File: config.mk
export PLATFORM = sky130hd
export DESIGN_NAME = command_risk_pattern_matcher
export DESIGN_NICKNAME = d
export VERILOG_FILES = /design/src/rtl/core/crpm_pkg.sv /design/src/rtl/core/crpm_cell.sv /design/src/rtl/core/crpm_match.sv /design/src/rtl/core/command_risk_pattern_matcher.sv
export VERILOG_INCLUDE_DIRS = /design/src /design/src/rtl/core
export SDC_FILE = /design/constraint.sdc
export NUM_CORES = 1
export LEC_CHECK = 0
export BUFFER_PORTS_ARGS = -buffer_cell sky130_fd_sc_hd__buf_2
export CORE_MARGIN = 2
export CORE_UTILIZATION = 49
export CTS_CLUSTER_SIZE = 8
export DETAILED_ROUTE_END_ITERATION = 16
export PLACE_DENSITY_LB_ADDON = 0.15
export SLEW_MARGIN = 10
export SYNTH_ARGS = -nofsm -noshare
export SYNTH_HDL_FRONTEND = slang
export SYNTH_HIERARCHICAL = 1
export SYNTH_SLANG_ARGS = --single-unit
export TNS_END_PERCENT = 20
File: constraint.sdc
create_clock -name clk -period 2.35 [get_ports clk]
set_clock_uncertainty 0.2 [all_clocks]
set_input_delay 0.5875 -clock clk [delete_from_list [all_inputs] [get_ports clk]]
set_output_delay 0.5875 -clock clk [all_outputs]
set_load 0.005 [all_outputs]
File: src/rtl/core/assert_macros.svh
// Assertion macros used by the top level RTL of the command risk pattern matcher.
`ifndef ASSERT_MACROS_SVH
`define ASSERT_MACROS_SVH

// Clocked check, disabled while reset is active.
`define CRPM_ASSERT(lbl, prop) \
	lbl: assert property (@(posedge clk) disable iff (!arst_n) (prop)) \
		else $error("assertion failed");

// Same check with a caller supplied message.
`define CRPM_ASSERT_MSG(lbl, prop, msg) \
	lbl: assert property (@(posedge clk) disable iff (!arst_n) (prop)) \
		else $error(msg);

`endif

File: src/rtl/core/crpm_pkg.sv
// Types, substring table and rule codes of the command risk pattern matcher.
`default_nettype none
package crpm_pkg;

	typedef logic [7:0] char_t;

	localparam int PAT_COUNT = 23;
	localparam int PAT_MAX   = 12;
	localparam int RULE_COUNT = 9;

	typedef logic [8*PAT_MAX-1:0] pat_text_t;
	typedef logic [3:0]           pat_len_t;
	typedef logic [PAT_COUNT-1:0] hits_t;
	typedef logic [RULE_COUNT-1:0] rules_t;
	typedef logic [2:0]           count_t;
	typedef logic [1:0]           risk_t;

	// Text is right aligned: the final character sits in bits [7:0].
	localparam pat_text_t PAT_TEXT [PAT_COUNT] = '{
		"sudo ", "rm -rf", "rm -fr", "curl ", "wget ", "|", " sh", " bash", " zsh",
		"chmod -r", "chown -r", " ~/.ssh", "$home/.ssh", "/.ssh/", " ~/.aws",
		"$home/.aws", "/.aws/", "ssh ", "scp ", "rsync ", "npm install",
		"pip install", "brew install"
	};
	localparam pat_len_t PAT_LEN [PAT_COUNT] = '{
		4'd5, 4'd6, 4'd6, 4'd5, 4'd5, 4'd1, 4'd3, 4'd5, 4'd4,
		4'd8, 4'd8, 4'd7, 4'd10, 4'd6, 4'd7,
		4'd10, 4'd6, 4'd4, 4'd4, 4'd6, 4'd11,
		4'd11, 4'd12
	};

	localparam int P_SUDO     = 0;
	localparam int P_RMRF     = 1;
	localparam int P_RMFR     = 2;
	localparam int P_CURL     = 3;
	localparam int P_WGET     = 4;
	localparam int P_PIPE     = 5;
	localparam int P_SH       = 6;
	localparam int P_BASH     = 7;
	localparam int P_ZSH      = 8;
	localparam int P_CHMOD    = 9;
	localparam int P_CHOWN    = 10;
	localparam int P_TSSH     = 11;
	localparam int P_HSSH     = 12;
	localparam int P_DSSH     = 13;
	localparam int P_TAWS     = 14;
	localparam int P_HAWS     = 15;
	localparam int P_DAWS     = 16;
	localparam int P_SSH      = 17;
	localparam int P_SCP      = 18;
	localparam int P_RSYNC    = 19;
	localparam int P_NPM      = 20;
	localparam int P_PIP      = 21;
	localparam int P_BREW     = 22;

	localparam logic [31:0] SUDO_WORD = "sudo";
	localparam count_t SUDO_PRIOR = 3'd3;
	localparam count_t COUNT_SAT  = 3'd5;

	localparam int R_SUDO     = 0;
	localparam int R_RMRF     = 1;
	localparam int R_CURLPIPE = 2;
	localparam int R_WGETPIPE = 3;
	localparam int R_CHMOD    = 4;
	localparam int R_SSH      = 5;
	localparam int R_AWS      = 6;
	localparam int R_REMOTE   = 7;
	localparam int R_INSTALL  = 8;

	localparam risk_t RISK_LOW    = 2'd0;
	localparam risk_t RISK_MEDIUM = 2'd1;
	localparam risk_t RISK_HIGH   = 2'd2;

	typedef struct packed {
		logic shift;
		logic clear;
	} win_ctl_t;

endpackage
`default_nettype wire

File: src/rtl/core/crpm_cell.sv
// One byte cell of the history chain; takes its neighbor's byte on each shift, clear has priority.
`default_nettype none
module crpm_cell (
	input  wire logic              clk,
	input  wire logic              arst_n,
	input  wire crpm_pkg::win_ctl_t ctl,
	input  wire crpm_pkg::char_t   d,
	output crpm_pkg::char_t        q
);

	crpm_pkg::char_t byte_q;

	always_ff @(posedge clk or negedge arst_n) begin
		if (!arst_n) begin
			byte_q <= '0;
		end else if (ctl.clear) begin
			byte_q <= '0;
		end else if (ctl.shift) begin
			byte_q <= d;
		end
	end

	assign q = byte_q;

endmodule
`default_nettype wire

File: src/rtl/core/crpm_match.sv
// Parallel suffix compare of the current byte and the history chain.
`default_nettype none
module crpm_match #(
	parameter int WINDOW_DEPTH = 11
) (
	input  wire crpm_pkg::char_t cur,
	input  wire crpm_pkg::char_t win [WINDOW_DEPTH],
	output crpm_pkg::hits_t      hits,
	output logic                 sudo_word
);

	crpm_pkg::char_t tail [crpm_pkg::PAT_MAX];

	always_comb begin
		tail[0] = cur;
		for (int k = 1; k < crpm_pkg::PAT_MAX; k++) begin
			tail[k] = win[k-1];
		end
	end

	always_comb begin
		logic ok;
		for (int p = 0; p < crpm_pkg::PAT_COUNT; p++) begin
			ok = 1'b1;
			for (int k = 0; k < crpm_pkg::PAT_MAX; k++) begin
				if (4'(k) < crpm_pkg::PAT_LEN[p] &&
				    tail[k] != crpm_pkg::PAT_TEXT[p][8*k +: 8]) begin
					ok = 1'b0;
				end
			end
			hits[p] = ok;
		end
	end

	always_comb begin
		sudo_word = 1'b1;
		for (int k = 0; k < 4; k++) begin
			if (tail[k] != crpm_pkg::SUDO_WORD[8*k +: 8]) begin
				sudo_word = 1'b0;
			end
		end
	end

endmodule
`default_nettype wire

File: src/rtl/core/command_risk_pattern_matcher.sv
// Top level: byte history chain, sticky substring hits and rule evaluation.
// Result: registered, valid in the cycle after the beat marked last.
// Throughput: one byte per cycle unless a result waits for res_ready; all
// substrings are compared at once with the current byte and the history chain.
// Reset (arst_n low) clears history, hits, length count and result valid.
// State also returns to reset after each last beat; no clearing pass.
`default_nettype none
`include "assert_macros.svh"
module command_risk_pattern_matcher #(
	parameter int WINDOW_DEPTH = 11
) (
	input  wire logic       clk,
	input  wire logic       arst_n,
	input  wire logic       cmd_valid,
	output logic            cmd_ready,
	input  wire logic [7:0] char_code,
	input  wire logic       last_char,
	output logic            res_valid,
	input  wire logic       res_ready,
	output logic [1:0]      risk_level,
	output logic [8:0]      reason_flags
);

	logic                 acc;
	crpm_pkg::char_t      folded;
	crpm_pkg::win_ctl_t   ctl;
	crpm_pkg::char_t      win [WINDOW_DEPTH];
	crpm_pkg::hits_t      hits_now;
	crpm_pkg::hits_t      hits_all;
	crpm_pkg::hits_t      hits_q;
	logic                 sudo_word;
	crpm_pkg::count_t     cnt_q;
	logic                 shell;
	crpm_pkg::rules_t     rules;
	crpm_pkg::risk_t      risk;
	logic                 res_valid_q;
	crpm_pkg::risk_t      risk_q;
	crpm_pkg::rules_t     flags_q;

	assign cmd_ready = !res_valid_q || res_ready;
	assign acc       = cmd_valid && cmd_ready;
	assign folded    = (char_code >= "A" && char_code <= "Z") ? char_code + 8'd32 : char_code;

	assign ctl.shift = acc;
	assign ctl.clear = acc && last_char;

	for (genvar i = 0; i < WINDOW_DEPTH; i++) begin : g_cell
		crpm_cell u_cell (
			.clk    (clk),
			.arst_n (arst_n),
			.ctl    (ctl),
			.d      ((i == 0) ? folded : win[(i == 0) ? 0 : i-1]),
			.q      (win[i])
		);
	end

	crpm_match #(
		.WINDOW_DEPTH (WINDOW_DEPTH)
	) u_match (
		.cur       (folded),
		.win       (win),
		.hits      (hits_now),
		.sudo_word (sudo_word)
	);

	assign hits_all = hits_q | hits_now;
	assign shell    = hits_all[crpm_pkg::P_SH] || hits_all[crpm_pkg::P_BASH] ||
	                  hits_all[crpm_pkg::P_ZSH];

	always_comb begin
		rules = '0;
		rules[crpm_pkg::R_SUDO]     = hits_all[crpm_pkg::P_SUDO] ||
		                              (sudo_word && cnt_q == crpm_pkg::SUDO_PRIOR);
		rules[crpm_pkg::R_RMRF]     = hits_all[crpm_pkg::P_RMRF] || hits_all[crpm_pkg::P_RMFR];
		rules[crpm_pkg::R_CURLPIPE] = hits_all[crpm_pkg::P_CURL] &&
		                              hits_all[crpm_pkg::P_PIPE] && shell;
		rules[crpm_pkg::R_WGETPIPE] = hits_all[crpm_pkg::P_WGET] &&
		                              hits_all[crpm_pkg::P_PIPE] && shell;
		rules[crpm_pkg::R_CHMOD]    = hits_all[crpm_pkg::P_CHMOD] || hits_all[crpm_pkg::P_CHOWN];
		rules[crpm_pkg::R_SSH]      = hits_all[crpm_pkg::P_TSSH] || hits_all[crpm_pkg::P_HSSH] ||
		                              hits_all[crpm_pkg::P_DSSH];
		rules[crpm_pkg::R_AWS]      = hits_all[crpm_pkg::P_TAWS] || hits_all[crpm_pkg::P_HAWS] ||
		                              hits_all[crpm_pkg::P_DAWS];
		rules[crpm_pkg::R_REMOTE]   = hits_all[crpm_pkg::P_SSH] || hits_all[crpm_pkg::P_SCP] ||
		                              hits_all[crpm_pkg::P_RSYNC];
		rules[crpm_pkg::R_INSTALL]  = hits_all[crpm_pkg::P_CURL] || hits_all[crpm_pkg::P_WGET] ||
		                              hits_all[crpm_pkg::P_NPM] || hits_all[crpm_pkg::P_PIP] ||
		                              hits_all[crpm_pkg::P_BREW];
	end

	always_comb begin
		if (|rules[crpm_pkg::R_AWS:crpm_pkg::R_SUDO]) begin
			risk = crpm_pkg::RISK_HIGH;
		end else if (|rules[crpm_pkg::R_INSTALL:crpm_pkg::R_REMOTE]) begin
			risk = crpm_pkg::RISK_MEDIUM;
		end else begin
			risk = crpm_pkg::RISK_LOW;
		end
	end

	always_ff @(posedge clk or negedge arst_n) begin
		if (!arst_n) begin
			hits_q <= '0;
			cnt_q  <= '0;
		end else if (acc) begin
			if (last_char) begin
				hits_q <= '0;
				cnt_q  <= '0;
			end else begin
				hits_q <= hits_all;
				if (cnt_q < crpm_pkg::COUNT_SAT) begin
					cnt_q <= cnt_q + 3'd1;
				end
			end
		end
	end

	always_ff @(posedge clk or negedge arst_n) begin
		if (!arst_n) begin
			res_valid_q <= 1'b0;
		end else if (acc && last_char) begin
			res_valid_q <= 1'b1;
		end else if (res_ready) begin
			res_valid_q <= 1'b0;
		end
	end

	always_ff @(posedge clk) begin
		if (acc && last_char) begin
			risk_q  <= risk;
			flags_q <= rules;
		end
	end

	assign res_valid    = res_valid_q;
	assign risk_level   = risk_q;
	assign reason_flags = flags_q;

	`CRPM_ASSERT(a_last_gives_result, (acc && last_char) |=> res_valid_q)
	`CRPM_ASSERT(a_last_clears_state, (acc && last_char) |=> (cnt_q == '0 && hits_q == '0))
	`CRPM_ASSERT_MSG(a_risk_matches_flags,
		res_valid_q |-> ((risk_q == crpm_pkg::RISK_HIGH) == (|flags_q[crpm_pkg::R_AWS:0])),
		"risk level disagrees with rule flags")
	`CRPM_ASSERT_MSG(a_count_saturates, cnt_q <= crpm_pkg::COUNT_SAT,
		"length count beyond saturation")

endmodule
`default_nettype wire

==> metrics.txt <==
reg-to-reg startpoint g_cell[2].u_cell/q[4]$_DFFE_PN0P_; final WL 17700 µm; global route overflow 0; WS Path Type primary input to flip-flop; syn avg cell area 10.5 µm²; Post-synth EDFFs 11; Tcrit/Tclk final 135%; clock-pin slew on the worst setup and hold paths about 60 ps; Core Area around 13000 µm²; Mapped Cells 612; PwrDens 697 nW/µm²; Crit path depth 11; crit path to risk_level[0]$_SDFFCE_PP0P_; final count of negative-setup-slack endpoints 31; Synth Net Count 628; Reg2Reg Depth 7; Yosys reg bits 126; via-per-instance ratio 5.64; via count 5493; Seq/Total Area, Yosys 50.0%; Critical Path Most Common Cell or4_4; htree depth 4; Worst-Skew Late Latency about 430 ps; max-slew violation total from the final report 0; minimum clock period after layout roughly 3200 ps; post-route ant nets 0; hold crit path type primary input to flip-flop; Leakage approximately 4.3 nW; drt initial violations roughly 500; Final #Nets a little over 800; TritonRoute pass-1 iters 5; initial antenna violation count 0; Required @ worst endpoint around 2400 ps; port bufs 25; Root Buffer clkbuf_16; Worst path max stage delay 540 ps; Ports 26; failing checks setup timing; Synth Warn # 6; CTS Buf Count 17; Max-cap violations 0; clock buffer depth 2; unrepaired setup endpoints after global routing yes; Arr. time, crit path roughly 3300 ps; synthesized area approximately 6400 µm²; die area 14000 µm²; Slew @ Worst Pin about 480 ps; Slowest-stage cell, CP or4_4; initial core utilization between 50% and 60%; share of layout cells above drive strength 1 33.9%; Num Clock Sinks approximately 130; status finished with violations; worst reg2reg setup slack -550 ps; Die Wd 118 µm; Max Freq 316 MHz; dpl hpwl 12700 µm; Worst VDD drop 0.563 mV; pre-CTS setup slack -1390 ps; largest net degree at the start of global routing 52; Async S/R FF share, synth roughly nine tenths; CP bufs+invs 1; diodes inserted 0; CTS tree yes; number of global-route vias before repair 5576; gp weighted congestion 0.912; final core occ around 69%; Crit Path Max Fanout 4; Layout Area Growth over Synthesis 36.3%; library cells used by synthesis 55; reg2reg end risk_level[0]$_SDFFCE_PP0P_; Routed wire per std cell 18.1 µm; Final Hold Viols 0; headroom to the max-slew limit 67.6%; filler cell count between 900 and 1000; CP Launch Point char_code[4]; die height roughly 120 µm; # rows between 40 and 50; CP endpoint kind flip-flop; Worst setup SP type primary input; number of remaining DRC errors 0; crit path cell chain buf_6, or4_4, o22ai_4, nor2_1, a21o_1, and4bb_2, nand4_1, nor4_2, or4_4, o32ai_4, o221a_1; Total GRT Usage 26.7%; ys flop type dfrtp_1; global-route wire length before repair 29200 µm; delay-heaviest family, CP simple AND/OR/NAND/NOR gates; final setup margin -816 ps
-- worst min path at each step --
stage,start,end,slack (ps),cells past startpoint
finish,last_char,cnt_q[2]$_DFFE_PN0P_,190,2
global route,cmd_valid,res_valid$_DFFE_PN0P_,190,3
CTS,last_char,cnt_q[2]$_DFFE_PN0P_,180,2
detailed placement,hits_q[7]$_DFFE_PN0P_,hits_q[7]$_DFFE_PN0P_,280,2
global placement,hits_q[1]$_DFFE_PN0P_,hits_q[1]$_DFFE_PN0P_,270,2
floorplan,arst_n,cnt_q[0]$_DFFE_PN0P_,90,0
-- worst register-to-register path: cells and delay by family (launching register included) --
kind	cells	cell delay [ps]
compound gates	2	400
simple gates	4	1510
buf+inv	1	180
flops	1	370
-- layer usage --
layer | up-vias | GRT usage, % | wire length [µm]
met5 | - | 0 | 0
met4 | 0 | 7.59 | 261
met3 | 24 | 6.61 | 884
met2 | 160 | 41.1 | 8250
met1 | 2711 | 37.5 | 8280
li1 | 2598 | - | -
-- synthesized netlist by cell type, types with 5 or more instances --
cell type / n / area [µm²]
a21oi_1: 26 / 130
and4_1: 5 / 43.8
and4b_1: 6 / 60.1
buf_1: 11 / 41.3
buf_6: 11 / 124
clkbuf_1: 5 / 18.8
dfrtp_1: 115 / 2880
edfxtp_1: 11 / 330
inv_1: 5 / 18.8
mux2i_1: 88 / 881
nand2_1: 22 / 82.6
nand3_1: 9 / 45.0
nand3b_1: 5 / 37.5
nand4_1: 21 / 131
nand4b_1: 11 / 96.3
nor2_1: 144 / 541
nor2b_1: 8 / 50.1
nor3_1: 12 / 60.1
nor4_1: 20 / 125
nor4b_1: 7 / 61.3
nor4bb_1: 5 / 50.1
or4_1: 5 / 37.5
or4b_1: 6 / 60.1
-- placed cells by master (no fill, tap or decap), types with 5 or more instances in the layout --
master / n
dfrtp_1: 115
nor4b_1: 5
mux2i_1: 88
edfxtp_1: 11
nor4_2: 9
nand3b_1: 5
nand3_1: 7
nor2_1: 140
nand4_1: 21
and4_1: 5
or4_4: 5
nor3_1: 6
buf_12: 6
inv_1: 5
nor2b_1: 8
and4b_1: 6
a21oi_1: 24
buf_2: 23
or4b_1: 5
buf_4: 155
nor4_1: 10
nand4b_1: 11
nand2_1: 21
nor3_4: 5
clkbuf_16: 17
-- flip-flops by register name, indices dropped and copies added, names as in the netlist --
name             count
cnt_q                3
g_cell.u_cell/q     88
hits_q              23
reason_flags         9
res_valid            1
risk_level           2
-- what timing repair did --
action,4_1_cts,5_1_grt
endpoints found under the hold margin,31,0
setup endpoints to repair,32,34
pin swaps,22,5
cloned,0,0
setup buffers,3,2
hold buffers,1,0
resized for setup,29,10
-- cells by family (layout without fill, tap and decap cells) --
family                     after synthesis  in the layout  share of synthesized area (%)
buffers and inverters                   33            223                           3.22
and+or+nand+nor                        322            322                           28.7
muxes                                   88             88                           13.7
DFF                                    126            126                           50.0
AOI/OAI and AO/OA                       40             40                           3.82
adders and majority gates                3              3                          0.585
-- power breakdown --
part,switching (mW),internal (mW),total (mW)
logic,0.512,0.482,0.994
registers,0.119,2.33,2.45
clock network,0.970,1.68,2.65
-- cell type report --
type / instances / area [µm²] / area share [%]
Clock buffer: 20 / 447 / 5.11
Clock inverter: 11 / 141 / 1.62
Inverter: 6 / 25.0 / 0.286
Multi-Input combinational cell: 453 / 3290 / 37.6
Sequential cell: 126 / 3210 / 36.7
Tap cell: 172 / 215 / 2.46
Timing Repair Buffer: 186 / 1420 / 16.2
-- per-stage QoR --
step           hold WS [ps]  power (mW)  instances  setup TNS [ps]  instance area, µm²
2_1_floorplan          91.9        2.95        612          -30030                6490
3_3_place_gp            271        3.43        938          -27660                7900
3_5_place_dp            276        3.46        938          -30760                7900
4_1_cts                 179        6.12        973          -12640                8680
5_1_grt                 189        6.36        974          -16400                8740
6_report                190        6.10        974          -13020                8740
(Power assumes the default switching activity.)
